`config.mk`:
```
export PLATFORM = sky130hd
export DESIGN_NAME = ctd_regs
export DESIGN_NICKNAME = d
export VERILOG_FILES = /design/src/sv/ctd_pkg.sv /design/src/sv/ctd_regs.sv
export SDC_FILE = /design/constraint.sdc
export NUM_CORES = 1
export LEC_CHECK = 0
export BUFFER_PORTS_ARGS = -buffer_cell sky130_fd_sc_hd__buf_2
export CAP_MARGIN = 20
export CORE_ASPECT_RATIO = 0.7
export CORE_MARGIN = 5
export CORE_UTILIZATION = 40
export CTS_CLUSTER_DIAMETER = 40
export DETAILED_ROUTE_END_ITERATION = 7
export PLACE_DENSITY = 0.7
export SKIP_CTS_REPAIR_TIMING = 1
export SYNTH_ARGS = -nofsm -noshare
export SYNTH_HDL_FRONTEND = slang
export SYNTH_SLANG_ARGS = --single-unit
```
`constraint.sdc`:
```
create_clock -name clk -period 1.4 [get_ports clk]
set_input_delay 0 -clock clk [delete_from_list [all_inputs] [get_ports clk]]
set_output_delay 0 -clock clk [all_outputs]
set_load 0.01 [all_outputs]
```
`src/sv/ctd_pkg.sv`:
```
package ctd_pkg;

  localparam int CAL_SAMPLES_DEFAULT = 16;
  localparam int FRAC_BITS_DEFAULT   = 8;

  localparam int ADDR_W = 5;
  localparam int DATA_W = 32;

  localparam logic [15:0] TOUCH_MARGIN_RESET    = 16'd100;
  localparam logic [15:0] ON_THRESHOLD_RESET    = 16'd200;
  localparam logic [3:0]  RELEASE_HOLDOFF_RESET = 4'd5;
  localparam logic [7:0]  BRIGHT_STEP_RESET     = 8'd5;
  localparam logic [7:0]  BRIGHT_MAX_RESET      = 8'd255;

  localparam logic        LED_RESET     = 1'b1;
  localparam logic [3:0]  HOLDOFF_RESET = 4'd5;

  typedef enum logic [2:0] {
    REG_TOUCH_MARGIN    = 3'd0,
    REG_ON_THRESHOLD    = 3'd1,
    REG_RELEASE_HOLDOFF = 3'd2,
    REG_BRIGHT_STEP     = 3'd3,
    REG_BRIGHT_MAX      = 3'd4
  } reg_idx_t;

  typedef struct packed {
    logic [15:0] touch_margin;
    logic [15:0] on_threshold;
    logic [3:0]  release_holdoff;
    logic [7:0]  bright_step;
    logic [7:0]  bright_max;
  } cfg_t;

endpackage

```
`src/sv/ctd_regs.sv`:
```
module ctd_regs (
  input  logic                       clk,
  input  logic                       rst,
  input  logic                       psel,
  input  logic                       penable,
  input  logic                       pwrite,
  input  logic [ctd_pkg::ADDR_W-1:0] paddr,
  input  logic [ctd_pkg::DATA_W-1:0] pwdata,
  output logic [ctd_pkg::DATA_W-1:0] prdata,
  output logic                       pready,
  output ctd_pkg::cfg_t              cfg
);

  logic                 wr_en;
  ctd_pkg::reg_idx_t    idx;

  assign pready = 1'b1;
  assign wr_en  = psel && penable && pwrite && pready;
  // word address; byte offset bits are ignored
  assign idx    = ctd_pkg::reg_idx_t'(paddr[4:2]);

  always_ff @(posedge clk) begin
    if (rst) begin
      cfg.touch_margin    <= ctd_pkg::TOUCH_MARGIN_RESET;
      cfg.on_threshold    <= ctd_pkg::ON_THRESHOLD_RESET;
      cfg.release_holdoff <= ctd_pkg::RELEASE_HOLDOFF_RESET;
      cfg.bright_step     <= ctd_pkg::BRIGHT_STEP_RESET;
      cfg.bright_max      <= ctd_pkg::BRIGHT_MAX_RESET;
    end else if (wr_en) begin
      unique case (idx)
        ctd_pkg::REG_TOUCH_MARGIN:    cfg.touch_margin    <= pwdata[15:0];
        ctd_pkg::REG_ON_THRESHOLD:    cfg.on_threshold    <= pwdata[15:0];
        ctd_pkg::REG_RELEASE_HOLDOFF: cfg.release_holdoff <= pwdata[3:0];
        ctd_pkg::REG_BRIGHT_STEP:     cfg.bright_step     <= pwdata[7:0];
        ctd_pkg::REG_BRIGHT_MAX:      cfg.bright_max      <= pwdata[7:0];
        default: ;
      endcase
    end
  end

  always_comb begin
    unique case (idx)
      ctd_pkg::REG_TOUCH_MARGIN:    prdata = {16'd0, cfg.touch_margin};
      ctd_pkg::REG_ON_THRESHOLD:    prdata = {16'd0, cfg.on_threshold};
      ctd_pkg::REG_RELEASE_HOLDOFF: prdata = {28'd0, cfg.release_holdoff};
      ctd_pkg::REG_BRIGHT_STEP:     prdata = {24'd0, cfg.bright_step};
      ctd_pkg::REG_BRIGHT_MAX:      prdata = {24'd0, cfg.bright_max};
      default:                      prdata = '0;
    endcase
  end

endmodule

```
==> summary.txt <==
Global routing
  – Global-route usage over all layers: between 10% and 20%
  – Pin count of the biggest net entering global routing: 39
  – Global-route wire length before repair: 11020 um
  – Number of antenna violations at the first check in global routing: 0
  – Overflow left after global routing: 0
  – Vias in the first global route: approximately 2300

Final layout
  – Top library cells by usage in the layout, fill and taps aside: sky130_fd_sc_hd__buf_2, sky130_fd_sc_hd__mux2i_1, sky130_fd_sc_hd__dfxtp_1, sky130_fd_sc_hd__nand2b_1, sky130_fd_sc_hd__nor2_1
  – Antenna Diode Count: 0
  – Register area: around 1000 sq um
  – Fin util: between 40% and 50%
  – Final Instance Count excl. Fillers: approximately 470
  – Number of nets in the finished design: 415
  – Synthesis-to-layout area growth: 21.89%
  – Share of layout cells above drive strength 1: about 30%
  – Largest registers: cfg (52)
  – Max reg flops: 52
  – Largest reg by FF count: cfg
  – Leading cell type in the layout, fill and taps excluded: sky130_fd_sc_hd__buf_2
  – Total of fill cells in the finished design: 650
  – Area taken by multi-input logic gates: about 1500 sq um

Placed design
  – Port-buffer cells: roughly 90
  – Global placer's final weighted congestion: 0.7462
  – Post-place setup slack: between 0.08 and 0.09 ns
  – HPWL after DPL: between 5000 and 6000 um
  – Count of placed standard cells including taps: between 400 and 500

Worst setup path
  – Worst-path cell with the longest stage delay: sky130_fd_sc_hd__dfxtp_1
  – Critical Path RT: between 1 and 1.5 ns
  – Startpoint-to-endpoint class of the critical path: flop to primary output
  – Cell family contributing the most delay on the critical path: flip-flops
  – Critical Path Sink Type: primary output
  – Critical path buffer and inverter count: 1
  – Critical Path Source Type: flop
  – CP Data Arrival Time: about 1.3 ns
  – Maximum fanout encountered on the critical timing path: 3
  – Register-to-Register Path Depth: 2
  – Series of cell instances along the critical path: mux2_2 > a22oi_1 > o22ai_1 > buf_2
  – Highest cell delay on the worst timing path: between 0.3 and 0.4 ns
  – CP Depth: 4

Yosys
  – Average footprint of a synthesized cell: ~9.4 sq um
  – Number of synthesized register bits: 52
  – Post-synthesis instance area: about 2700 sq um
  – Syn. warnings: 0
  – Part of the Yosys area used for sequential elements: 38.75%
  – Number of cells produced by synthesis: ~290
  – Synth unique cells: 31

Routing
  – DRC errors left: 0
  – Overall via count from detail_route: between 2000 and 2500
  – Average detailed-routed wire length per instance: 14.59 um
  – Total Routed Length: 6813 um
  – DRT Pass-1 Iters: 4
  – Post-route antenna net violation count: 0
  – Starting DRC count in detailed routing: 73
  – Via-per-instance ratio: between 4 and 5

Floorplanning
  – Core area: ~6600 sq um
  – DIE AREA: between 8000 and 9000 sq um
  – Die W: about 110 um
  – Starting density of the core: roughly 40%
  – Y dimension of the die: between 70 and 80 um
  – Number of top-level design ports: 127
  – Number of rows in the core area: 25

Pwr
  – Leakage power summed over all cells: around 1.6 nW
  – Power density relative to cell area: approximately 800 nW/um^2
  – Worst IR Drop VDD: ~0.44 mV

STA
  – Achievable frequency: around 770 MHz
  – Share of the cycle needed by the critical path after routing: between 90% and 100%
  – Setup violation total in the final timing report: 0
  – Final Max Slew Viols: 0
  – Post-Route Setup TNS: 0 ns
  – Unrepaired setup endpoints after global routing: false
  – Final-report hold violation count: 13
  – Final setup slack of the worst path: 0.1051 ns
  – Post-Route Hold Slack: -0.02281 ns
  – Clock Skews: 0 ns
  – Final worst path period need: approximately 1.3 ns

Status
  – Outcome: complete, but fails checks
  – Violations in the final reports: hold timing

Clocking
  – Clock sinks: 52
  – Clock Path Buffers: 2
  – CTS buffer count: 5
  – Source-to-sink clock delay at the later pin of the worst-skew pair: approximately 0.3 ns
  – CTS tree: done
  – Register clock-pin slew on the reported worst setup and hold paths: ~0.09 ns
  – H-Tree Depth: 2
  – Cell chosen for the clock root: sky130_fd_sc_hd__clkbuf_8

Flow run
  – Max-cap violation count: 0

Min path
  – Number of stages on the worst hold path: 3
  – Type of the tightest min-delay check: input port to flop
power breakdown:
part	internal [mW]	leakage, nW	switching, mW
logic	0.137	1.11	0.183
registers	1.49	0.420	0.00858
clock network	0.341	0.0410	0.463
synth_stat cells:
master,n,area share [%]
sky130_fd_sc_hd__conb_1,2,0.28
sky130_fd_sc_hd__and3_4,1,0.42
sky130_fd_sc_hd__mux2i_1,65,24
sky130_fd_sc_hd__o221ai_1,1,0.33
sky130_fd_sc_hd__a31oi_1,1,0.23
sky130_fd_sc_hd__buf_1,1,0.14
sky130_fd_sc_hd__nand2_1,5,0.70
sky130_fd_sc_hd__clkbuf_1,14,2.0
sky130_fd_sc_hd__a22oi_1,6,1.7
sky130_fd_sc_hd__nand4_1,1,0.23
sky130_fd_sc_hd__buf_2,4,0.75
sky130_fd_sc_hd__buf_4,18,5.0
sky130_fd_sc_hd__o21ai_0,4,0.75
sky130_fd_sc_hd__and3_1,1,0.23
sky130_fd_sc_hd__or2_2,1,0.23
sky130_fd_sc_hd__a2bb2oi_1,4,1.3
sky130_fd_sc_hd__nor3_2,1,0.37
sky130_fd_sc_hd__or3_1,1,0.23
sky130_fd_sc_hd__nand4b_1,2,0.65
sky130_fd_sc_hd__inv_1,1,0.14
sky130_fd_sc_hd__buf_6,2,0.84
sky130_fd_sc_hd__nor2_1,35,4.9
sky130_fd_sc_hd__dfxtp_1,52,39
sky130_fd_sc_hd__and4b_1,1,0.37
sky130_fd_sc_hd__nand3_1,2,0.37
sky130_fd_sc_hd__nor3_1,1,0.19
sky130_fd_sc_hd__o22ai_1,3,0.70
sky130_fd_sc_hd__mux2_2,3,1.3
sky130_fd_sc_hd__nor2b_1,2,0.47
sky130_fd_sc_hd__nand2b_1,50,12
sky130_fd_sc_hd__and3b_1,2,0.65
final timing paths:
kind	from	to	slack (ns)
min	pwdata[12]	cfg[48]$_SDFFE_PP0P_	-0.02
min reg2reg	cfg[11]$_SDFFE_PP0P_	cfg[11]$_SDFFE_PP0P_	0.49
max	cfg[16]$_SDFFE_PP1P_	prdata[0]	0.11
max reg2reg	cfg[9]$_SDFFE_PP0P_	cfg[9]$_SDFFE_PP0P_	0.75
through the flow:
step                      hold WS [ns]  power (mW)  cell area, sq um
after global routing         0.0005696       2.726              3274
after floorplan                 0.1553       1.766              2743
final                         -0.02281       2.622              3274
after CTS                     -0.03094       2.649              3232
after global placement          0.2728       1.836              3154
after detailed placement        0.2854       1.842              3154
final cells by class:
cell class | count | area share, %
well taps | 94 | 3.592
repair buffers | 103 | 17.35
clock buffers | 6 | 2.216
multi-input cells | 210 | 44.78
flip-flops and latches | 52 | 31.79
clock inverters | 1 | 0.1528
inverters | 1 | 0.1146
tightest hold or removal path, delay by kind of cell:
family                 cells  cell delay [ns]
buffers and inverters      1             0.09
AND/OR/NAND/NOR            1             0.07
multiplexers               1             0.06
per-layer routing:
metal  routed length [um]  GRT usage, %
met2                 2994         25.50
met4                   85         3.657
met1                 3301         22.16
met3                  431         4.026
met5                    0             0
logic make-up (layout without fill, tap and decap cells):
family | Yosys count | in the layout | share of synthesized area [%]
AO/OA/AOI/OAI | 19 | 19 | 4.984
buffers and inverters | 40 | 111 | 8.849
flip-flops | 52 | 52 | 38.75
multiplexers | 68 | 68 | 25.48
other | 2 | 17 | 0.2796
AND/OR/NAND/NOR | 106 | 106 | 21.66
Power figures use the tool's default switching activity.
